**src/hdl/pidtc_pkg.sv**
```systemverilog
// shared types and constants for the pid temperature controller
`timescale 1ns / 1ps
package pidtc_pkg;

  // field widths
  localparam int TempW    = 16;
  localparam int GainW    = 24;
  localparam int ErrW     = TempW + 1;
  localparam int DiffW    = ErrW + 1;
  localparam int PTermW   = ErrW + GainW - 8;
  localparam int DTermW   = DiffW + GainW - 8;
  localparam int IntegW   = 18;
  localparam int SumW     = PTermW + 1;
  localparam int RespW    = 36;
  localparam int DriveW   = 32;
  localparam int ModeW    = 2;
  localparam int CfgAddrW = 3;
  localparam int CfgDataW = 24;

  // integral clamp bound, 1.0 in q16.16
  localparam int OneQ16 = 65536;

  // drive saturation bounds
  localparam logic [DriveW-1:0] DriveMax = 32'h7FFF_FFFF;
  localparam logic [DriveW-1:0] DriveMin = 32'h8000_0000;

  // register indexes
  localparam logic [CfgAddrW-1:0] RegTarget   = 3'd0;
  localparam logic [CfgAddrW-1:0] RegPGain    = 3'd1;
  localparam logic [CfgAddrW-1:0] RegIGain    = 3'd2;
  localparam logic [CfgAddrW-1:0] RegDGain    = 3'd3;
  localparam logic [CfgAddrW-1:0] RegLoopMode = 3'd4;

  typedef enum logic [ModeW-1:0] {
    ModePid  = 2'd0,
    ModePi   = 2'd1,
    ModeP    = 2'd2,
    ModeRsvd = 2'd3
  } loop_mode_e;

  // floored q16.16 terms of one item
  typedef struct packed {
    logic signed [PTermW-1:0] p;
    logic signed [PTermW-1:0] i;
    logic signed [DTermW-1:0] d;
  } terms_t;

endpackage

```
**src/hdl/pidtc_products.sv**
```systemverilog
// error forming and the three gain products, floored to q16.16
`timescale 1ns / 1ps
module pidtc_products
  import pidtc_pkg::*;
(
  input  logic signed [TempW-1:0] temp_i,
  input  logic signed [TempW-1:0] prev_temp_i,
  input  logic signed [TempW-1:0] target_i,
  input  logic signed [GainW-1:0] p_gain_i,
  input  logic signed [GainW-1:0] i_gain_i,
  input  logic signed [GainW-1:0] d_gain_i,
  output terms_t                  terms_o
);

  logic signed [ErrW-1:0]               e_new;
  logic signed [ErrW-1:0]               e_old;
  logic signed [DiffW-1:0]              e_diff;
  logic signed [ErrW+GainW-1:0]         prod_p;
  logic signed [ErrW+GainW-1:0]         prod_i;
  logic signed [DiffW+GainW-1:0]        prod_d;

  assign e_new  = {temp_i[TempW-1], temp_i} - {target_i[TempW-1], target_i};
  assign e_old  = {prev_temp_i[TempW-1], prev_temp_i} - {target_i[TempW-1], target_i};
  assign e_diff = {e_new[ErrW-1], e_new} - {e_old[ErrW-1], e_old};

  assign prod_p = e_new * p_gain_i;
  assign prod_i = e_new * i_gain_i;
  assign prod_d = e_diff * d_gain_i;

  // dropping the low 8 bits floors toward minus infinity
  assign terms_o.p = prod_p[ErrW+GainW-1:8];
  assign terms_o.i = prod_i[ErrW+GainW-1:8];
  assign terms_o.d = prod_d[DiffW+GainW-1:8];

endmodule

```
**src/hdl/pidtc_integ.sv**
```systemverilog
// integral register, mode select and drive saturation
`timescale 1ns / 1ps
module pidtc_integ
  import pidtc_pkg::*;
(
  input  logic                     clk_i,
  input  logic                     rst_ni,
  input  logic                     upd_i,
  input  loop_mode_e               mode_i,
  input  terms_t                   terms_i,
  output logic signed [DriveW-1:0] drive_o,
  output logic                     sat_o,
  output logic signed [IntegW-1:0] integ_o
);

  localparam logic signed [SumW-1:0]   SumPosOne   = SumW'(OneQ16);
  localparam logic signed [SumW-1:0]   SumNegOne   = -SumPosOne;
  localparam logic signed [IntegW-1:0] IntegPosOne = IntegW'(OneQ16);
  localparam logic signed [IntegW-1:0] IntegNegOne = -IntegPosOne;

  logic signed [IntegW-1:0] integ_q, integ_d;
  logic signed [SumW-1:0]   s_sum;
  logic signed [IntegW-1:0] s_clamp;
  logic signed [RespW-1:0]  p_ext, s_ext, d_ext, resp;
  logic                     sat_hi, sat_lo;

  assign s_sum = {{(SumW-IntegW){integ_q[IntegW-1]}}, integ_q}
               + {{(SumW-PTermW){terms_i.i[PTermW-1]}}, terms_i.i};

  always_comb begin
    if (s_sum >= SumPosOne) begin
      s_clamp = IntegPosOne;
    end else if (s_sum <= SumNegOne) begin
      s_clamp = IntegNegOne;
    end else begin
      s_clamp = s_sum[IntegW-1:0];
    end
  end

  assign p_ext = {{(RespW-PTermW){terms_i.p[PTermW-1]}}, terms_i.p};
  assign s_ext = {{(RespW-SumW){s_sum[SumW-1]}}, s_sum};
  assign d_ext = {{(RespW-DTermW){terms_i.d[DTermW-1]}}, terms_i.d};

  always_comb begin
    case (mode_i)
      ModeP: begin
        integ_d = '0;
        resp    = p_ext;
      end
      ModePi: begin
        integ_d = s_clamp;
        resp    = p_ext + s_ext;
      end
      ModePid: begin
        integ_d = s_clamp;
        resp    = p_ext + s_ext + d_ext;
      end
      ModeRsvd: begin
        integ_d = s_clamp;
        resp    = '0;
      end
      default: begin
        integ_d = integ_q;
        resp    = '0;
      end
    endcase
  end

  // out of 32-bit range when bits 34 down to 31 do not all match the sign bit 35
  assign sat_hi = !resp[RespW-1] && (resp[RespW-2:DriveW-1] != '0);
  assign sat_lo = resp[RespW-1] && (resp[RespW-2:DriveW-1] != '1);

  always_comb begin
    if (sat_hi) begin
      drive_o = DriveMax;
    end else if (sat_lo) begin
      drive_o = DriveMin;
    end else begin
      drive_o = resp[DriveW-1:0];
    end
  end

  assign sat_o   = sat_hi | sat_lo;
  assign integ_o = integ_q;

  always_ff @(posedge clk_i or negedge rst_ni) begin
    if (!rst_ni) begin
      integ_q <= '0;
    end else if (upd_i) begin
      integ_q <= integ_d;
    end
  end

endmodule

```
**src/hdl/pid_temperature_controller.sv**
```systemverilog
// top level of the pid temperature controller with clamped integral
`timescale 1ns / 1ps
// throughput: one item per cycle while the output is not stalled; the integral add and clamp are combinational
// stages: input register, product register (three multiplies), output register
// reset (async, active low) clears the config registers, the integral and all valid bits
module pid_temperature_controller
  import pidtc_pkg::*;
(
  input  logic                       clk_i,
  input  logic                       rst_ni,
  // config write port
  input  logic                       cfg_valid_i,
  output logic                       cfg_ready_o,
  input  logic [CfgAddrW-1:0]        cfg_index_i,
  input  logic [CfgDataW-1:0]        cfg_data_i,
  // input item channel
  input  logic                       in_valid_i,
  output logic                       in_stall_o,
  input  logic signed [TempW-1:0]    temperature_i,
  input  logic signed [TempW-1:0]    previous_temperature_i,
  // result item channel
  output logic                       out_valid_o,
  input  logic                       out_stall_i,
  output logic signed [DriveW-1:0]   drive_o,
  output logic                       saturated_o
);

  // config registers
  logic signed [TempW-1:0] target_q;
  logic signed [GainW-1:0] p_gain_q, i_gain_q, d_gain_q;
  loop_mode_e              loop_mode_q;

  // pipeline registers
  logic                    v1_q, v2_q, out_v_q;
  logic signed [TempW-1:0] temp1_q, prev1_q;
  terms_t                  terms_d, terms2_q;
  logic signed [DriveW-1:0] drive_d, drive_q;
  logic                    sat_d, sat_q;
  logic signed [IntegW-1:0] integ;

  // per-stage advance: a stage moves when empty or when the next one moves
  logic en_out, en2, en1, in_acc, integ_upd;

  assign en_out    = !out_v_q || !out_stall_i;
  assign en2       = !v2_q || en_out;
  assign en1       = !v1_q || en2;
  assign in_acc    = in_valid_i && en1;
  assign integ_upd = v2_q && en_out;

  assign in_stall_o  = !en1;
  assign cfg_ready_o = 1'b1;

  // config writes, unknown indexes ignored
  always_ff @(posedge clk_i or negedge rst_ni) begin
    if (!rst_ni) begin
      target_q    <= '0;
      p_gain_q    <= '0;
      i_gain_q    <= '0;
      d_gain_q    <= '0;
      loop_mode_q <= ModePid;
    end else if (cfg_valid_i && cfg_ready_o) begin
      case (cfg_index_i)
        RegTarget:   target_q    <= cfg_data_i[TempW-1:0];
        RegPGain:    p_gain_q    <= cfg_data_i[GainW-1:0];
        RegIGain:    i_gain_q    <= cfg_data_i[GainW-1:0];
        RegDGain:    d_gain_q    <= cfg_data_i[GainW-1:0];
        RegLoopMode: loop_mode_q <= loop_mode_e'(cfg_data_i[ModeW-1:0]);
        default: ;
      endcase
    end
  end

  // input stage
  always_ff @(posedge clk_i or negedge rst_ni) begin
    if (!rst_ni) begin
      v1_q <= 1'b0;
    end else if (en1) begin
      v1_q <= in_valid_i;
    end
  end

  always_ff @(posedge clk_i) begin
    if (in_acc) begin
      temp1_q <= temperature_i;
      prev1_q <= previous_temperature_i;
    end
  end

  // errors and gain products
  pidtc_products u_products (
    .temp_i      (temp1_q),
    .prev_temp_i (prev1_q),
    .target_i    (target_q),
    .p_gain_i    (p_gain_q),
    .i_gain_i    (i_gain_q),
    .d_gain_i    (d_gain_q),
    .terms_o     (terms_d)
  );

  // product stage
  always_ff @(posedge clk_i or negedge rst_ni) begin
    if (!rst_ni) begin
      v2_q <= 1'b0;
    end else if (en2) begin
      v2_q <= v1_q;
    end
  end

  always_ff @(posedge clk_i) begin
    if (en2 && v1_q) begin
      terms2_q <= terms_d;
    end
  end

  // integral update and response; the integral moves only when the item leaves
  pidtc_integ u_integ (
    .clk_i   (clk_i),
    .rst_ni  (rst_ni),
    .upd_i   (integ_upd),
    .mode_i  (loop_mode_q),
    .terms_i (terms2_q),
    .drive_o (drive_d),
    .sat_o   (sat_d),
    .integ_o (integ)
  );

  // output register, holds while stalled
  always_ff @(posedge clk_i or negedge rst_ni) begin
    if (!rst_ni) begin
      out_v_q <= 1'b0;
    end else if (en_out) begin
      out_v_q <= v2_q;
    end
  end

  always_ff @(posedge clk_i) begin
    if (integ_upd) begin
      drive_q <= drive_d;
      sat_q   <= sat_d;
    end
  end

  assign out_valid_o = out_v_q;
  assign drive_o     = drive_q;
  assign saturated_o = sat_q;

  // integral never leaves plus or minus 1.0
  a_integ_bounds: assert property (@(posedge clk_i) disable iff (!rst_ni)
    (integ <= IntegW'(OneQ16)) && (integ >= -IntegW'(OneQ16)))
    else $error("integral out of clamp range");

  // a saturated item carries one of the two bounds
  a_sat_bound: assert property (@(posedge clk_i) disable iff (!rst_ni)
    (out_valid_o && saturated_o) |-> ((drive_o == DriveMax) || (drive_o == DriveMin)))
    else $error("saturated flag without a bound value");

  // p-only mode leaves the integral cleared
  a_p_clears: assert property (@(posedge clk_i) disable iff (!rst_ni)
    (integ_upd && (loop_mode_q == ModeP)) |=> (integ == '0))
    else $error("integral not cleared in p mode");

  // reserved mode answers zero
  a_rsvd_zero: assert property (@(posedge clk_i) disable iff (!rst_ni)
    (out_valid_o && (loop_mode_q == ModeRsvd)) |-> ((drive_o == '0) && !saturated_o))
    else $error("reserved mode gave nonzero drive");

  // input stalls only when the first stage holds an item
  a_stall_full: assert property (@(posedge clk_i) disable iff (!rst_ni)
    in_stall_o |-> v1_q)
    else $error("input stalled with empty input stage");

endmodule
```
**config.mk**
```make
export PLATFORM = sky130hd
export DESIGN_NAME = pid_temperature_controller
export DESIGN_NICKNAME = d
export VERILOG_FILES = /design/src/hdl/pidtc_pkg.sv /design/src/hdl/pidtc_products.sv /design/src/hdl/pidtc_integ.sv /design/src/hdl/pid_temperature_controller.sv
export SDC_FILE = /design/constraint.sdc
export NUM_CORES = 2
export LEC_CHECK = 0
export BUFFER_PORTS_ARGS = -buffer_cell sky130_fd_sc_hd__buf_2
export CORE_MARGIN = 3
export CORE_UTILIZATION = 60
export DETAILED_ROUTE_END_ITERATION = 6
export PLACE_DENSITY = 0.88
export SLEW_MARGIN = 20
export SYNTH_ARGS = -nofsm -noshare
export SYNTH_HDL_FRONTEND = slang
export SYNTH_SLANG_ARGS = --single-unit
```
**constraint.sdc**
```tcl
create_clock -name clk_i -period 18.7 [get_ports clk_i]
set_input_delay 0 -clock clk_i [delete_from_list [all_inputs] [get_ports clk_i]]
set_output_delay 0 -clock clk_i [all_outputs]
set_load 0.01 [all_outputs]
```
**Word level (Yosys, flattened, before mapping)**

Cells that the tools add are included.
W data, S select, Z words.

- Register bits: 276
- Bits of input ports: 64
- Word-level logic and storage cells: 64
- Output and inout bits: 36

- Equal/unequal tests: 8
- Magnitude comparators: 2
- $mul: 3
- Reductions and logical operators: 23
- Bitwise operators: 1
- $add $sub $neg: 6
- Mux-type cells: 5

Operator list:

| kind | number |
|---|---|
| $pmux W36 S4 | 1 |
| $mul A17 B24 Y41 | 2 |
| $mul A18 B24 Y42 | 1 |
| $add A35 B34 Y36 | 1 |
| $mux W18 | 2 |
| $pmux W18 S2 | 1 |
| $add A33 B34 Y35 | 1 |
| $add A18 B33 Y34 | 1 |
| $ge A34 B18 Y1 const B | 1 |
| $le A34 B17 Y1 const B | 1 |
| $sub A16 B16 Y17 | 2 |
| $mux W32 | 1 |
| $sub A17 B17 Y18 | 1 |
| $reduce_and A2 Y1 | 5 |
| $eq A3 B2 Y1 const B | 2 |
| $logic_not A1 Y1 | 6 |
| $logic_and A1 B1 Y1 | 5 |
| $eq A2 B2 Y1 const B | 2 |
| $ne A4 B4 Y1 const B | 1 |
| $reduce_bool A4 Y1 | 1 |
| $eq A3 B1 Y1 const B | 1 |
| $eq A3 B3 Y1 const B | 1 |
| $logic_not A3 Y1 | 1 |
| $logic_or A1 B1 Y1 | 3 |
| other kinds (4) | 4 |

**Logic depth before layout (Yosys ltp)**

- Word-level depth: 7
- Mapped depth: 47

**Hierarchy**

From an unflattened synthesis, not the netlist that was laid out.

- Cells, all modules: 6374
- Area total of the unflattened synthesis: 60604.4 µm²

Modules (own cells, without submodules):

| module | cells an instance | instances | area an instance (µm²) |
|---|---|---|---|
| pidtc_products | 4895 | 1 | 44456.4 |
| pid_temperature_controller | 373 | 1 | 8511.9 |
| pidtc_integ | 1106 | 1 | 7636.1 |

**Worst setup path before layout**

No wires, ideal clock.

- Path kind: register -> register
- Start: register target_q[1]
- End: register terms2_q[27] (netlist bit) (data pin)
- Buffers on the path: 3
- Period minus slack after synthesis: 9958 ps
- Cell stages (with the launch flop): 43
- Setup time: 262 ps
- Path slack: 8742 ps
- Arrival time: 9697 ps
- Data required time: 18438 ps
- Cell sequence: dfrtp_1 inv_1 ha_1 nor2b_1 o21ai_0 a21boi_0 o21ai_0 a21boi_0 o2111ai_1 a31oi_1 a21o_1 a21oi_1 xnor2_1 clkbuf_1 clkbuf_1 fa_1 ha_1 a21o_1 [7 not listed] fa_1 fa_1 inv_1 fa_1 inv_1 fa_1 inv_1 fa_1 ha_1 a21oi_1 o21bai_1 a221o_1 o21ai_0 nand3_1 a31oi_1 nor2b_1 o31ai_1 xnor2_1

RTL lines:

| item | line | source |
|---|---|---|
| start: declaration | pid_temperature_controller.sv:29 | `logic signed [TempW-1:0] target_q;` |
| start signal: assignment | pid_temperature_controller.sv:63 | `RegTarget: target_q <= cfg_data_i[TempW-1:0];` |
| end signal: assignment | pid_temperature_controller.sv:111 | `terms2_q <= terms_d;` |
| end: declaration | pid_temperature_controller.sv:36 | `terms_t terms_d, terms2_q;` |

==> impl_metrics.ini <==
[status]
outcome = finished with violations
violations = DRC

[drt]
vias_per_cell = 5.98
vias = 45800
postRouteAntennaNets = 0
routed_wl_um = 166000
drc = 9
dr.first_iter.drc_count = 3939
routedWlPerCell_um = 21.7
first_pass_iters = 7

[job]
drv_cap = 0

[logic_synthesis]
synth-simple-area-share_pct = 14.7
synth_area_um2 = 60200
synth-main-ff-cell = edfxtp_1
avgSynthCellArea_um2 = 9.48
ys_ff_latch = 276
synth_top_family_by_area = adder cells
ys_warn_count = 0
synth_cells = 6347
synthMuxAreaShare_pct = 1.61
synthArstFlopShare_pct = 40.2
synth_nets = 8082
synthDistinctLibCells = 81
synth_xor_area_share_pct = 3.23
synth_compound_area_share_pct = 7.60
yosysSeqAreaShare_pct = 12.8
synthAdderAreaFrac_pct = 50.3
synth_edf_count = 165

[floorplanning]
io_pins = 100
die-area_um2 = 104000
core.rowCount = 115
start_util_pct = 60.8
core-area_um2 = 99000
die_x_um = 323
dieHeight_um = 323

[timing]
totalNegativeSetupSlack_ps = 0
setup_ws_ps = 6540
hold_viol = 0
setup_viol = 0
fin_hold_ws_ps = 17.9
fmax_mhz = 82.2
slew_violations = 0
slew_headroom_pct = 22.5
fin_crit_ps = 12160
fin_crit_sh_pct = 65.0
max_slew.worst_pin.slew_ps = 1160
rsz0062_at_grt = false
fin_skew_ps = 30.7

[cts]
post_cts_buffers = 0
cts-root-buf = clkbuf_16
clockBufferDepth = 3
clk_latency_ps = 590
cts_tree = done
htree_levels = 2
path_clk_slew_ps = 60
clock_sinks = 276
cts-resized-gates = 0
cts_hold_buf = 64
cts_buffers = 35

[critical_path]
max_stage_delay_ps = 580
crit_top_cell = fa_1
worstRegToRegCells = 39
reg2reg_slack_ps = 6540
crit_path_end_kind = register
regToRegEndpoint = terms2_q[27]
startpoint = target_q[2]
critPathMaxFanout = 49
required_ps = 19030
crit_slowest_cell = a21boi_0
r2r_start = target_q[2]
worstSetupStartpointType = register
arrival_ps = 12490
crit_type = register to register

[placed_design]
port_buffers = 98
post-place-ws_ps = 6900
dp_hpwl_um = 131000
place_area_um2 = 61900
gp_congestion = 0.952

[final_layout]
areaGrowthSynthToFinish_pct = 6.00
layout_common_cells = 1275 x inv_1, 1245 x fa_1, 835 x nand2_1
fin_area_um2 = 63800
fin_nets = 8060
layout-drive-gt1-share_pct = 6.00
final.fill_count = 7320
final_common_cell = inv_1

[global_routing]
grt.total_usage_pct = 32.9
grt_max_degree = 74
antenna_found_initial = 14
grt_pass1_vias = 49700
grt_first_pass_wirelength_um = 266000
overflow = 0

[worst_hold_path]
hp-class = input port to async pin
## area by class of cell
class / instances / area [µm²] / share of cell area, %
multi-input combinational: 4522 / 46800 / 73.4
sequential: 276 / 7730 / 12.1
inverter: 1275 / 4790 / 7.50
tap: 1287 / 1610 / 2.52
timing repair buffer: 215 / 1530 / 2.40
clock buffer: 39 / 921 / 1.44
clock inverter: 25 / 347 / 0.543
antenna: 9 / 22.5 / 0.0353
## synthesized netlist by cell type, types with 6 or more instances
master | count | area (µm²)
o21bai_1 | 25 | 188
xnor2_1 | 160 | 1400
ha_1 | 426 | 5330
o21a_1 | 26 | 195
edfxtp_1 | 165 | 4950
nand3_1 | 46 | 230
nand4_1 | 34 | 213
mux2_2 | 79 | 890
o2111ai_1 | 6 | 52.6
a211oi_1 | 23 | 173
a21o_1 | 91 | 683
nand2b_1 | 41 | 257
a41oi_1 | 9 | 78.8
and3_1 | 21 | 131
nand2_1 | 835 | 3130
and4_1 | 7 | 61.3
mux2i_1 | 8 | 80.1
dfrtp_1 | 111 | 2780
o41ai_1 | 6 | 52.6
a2111oi_0 | 7 | 61.3
a21oi_1 | 200 | 1000
a31o_2 | 6 | 52.6
xor2_1 | 62 | 543
o21ai_0 | 156 | 781
a211o_1 | 8 | 70.1
or3_1 | 8 | 50.1
clkbuf_1 | 269 | 1010
fa_1 | 1245 | 24900
a22o_1 | 19 | 166
or2_2 | 49 | 307
nor3_1 | 46 | 230
nor4_1 | 8 | 50.1
o31ai_1 | 7 | 52.6
and2_1 | 447 | 2800
o211ai_1 | 20 | 150
a21boi_0 | 10 | 75.1
inv_1 | 1275 | 4790
a2bb2oi_1 | 8 | 70.1
nor2b_1 | 73 | 457
or4_1 | 7 | 52.6
a31oi_1 | 22 | 138
nor2_1 | 192 | 721
## stage by stage
step                      std cells  util, %
after floorplan                6347        -
after global placement         7511     62.5
after detailed placement       7511     62.5
after CTS                      7639     64.4
after global routing           7642     64.4
final                          7648     64.4
## worst max-delay path, delay by kind of cell, from the launching register on
kind	cells	cell delay (ps)
AOI/OAI and AO/OA	16	4390
xor gates and xnor gates	3	670
adders and majority gates	10	4450
buffers and inverters	5	1120
DFF	1	380
and+or+nand+nor	5	880
## routing by layer
metal / share of wire [%] / up-vias / GRT usage [%]
met5: 0.027 / - / 0
met4: 5.2 / 8 / 14.3
met3: 12 / 658 / 10.3
met2: 46 / 2739 / 53.1
met1: 36 / 22800 / 41.3
li1: - / 19500 / -
## kinds of logic (layout without fill, tap and decap cells)
group | count (synthesis) | after routing
flip-flops | 276 | 276
XOR/XNOR | 222 | 222
adder cells (fa/ha/maj) | 1671 | 1671
AO/OA/AOI/OAI | 706 | 706
multiplexers | 87 | 87
other | 1 | 10
AND/OR/NAND/NOR | 1835 | 1835
buffers and inverters | 1549 | 1554
## how the worst max path moves through the flow
stage / end / slack, ps
floorplan: terms2_q[27] / 8740
global placement: terms2_q[27] / 7070
detailed placement: terms2_q[27] / 6900
CTS: terms2_q[27] / 6740
global route: terms2_q[27] / 5840
finish: terms2_q[27] / 6540
## sequential cells by signal, summed over array words and instances, names as in the netlist, 16 cells and up
signal	flops
d_gain_q	24
drive_o	32
i_gain_q	24
p_gain_q	24
prev1_q	16
target_q	16
temp1_q	16
terms2_q	100
u_integ.integ_o	18
Power is left out: the tool's default activity adds up to more than one toggle a clock period on the data nets, which glitch-free logic cannot reach.
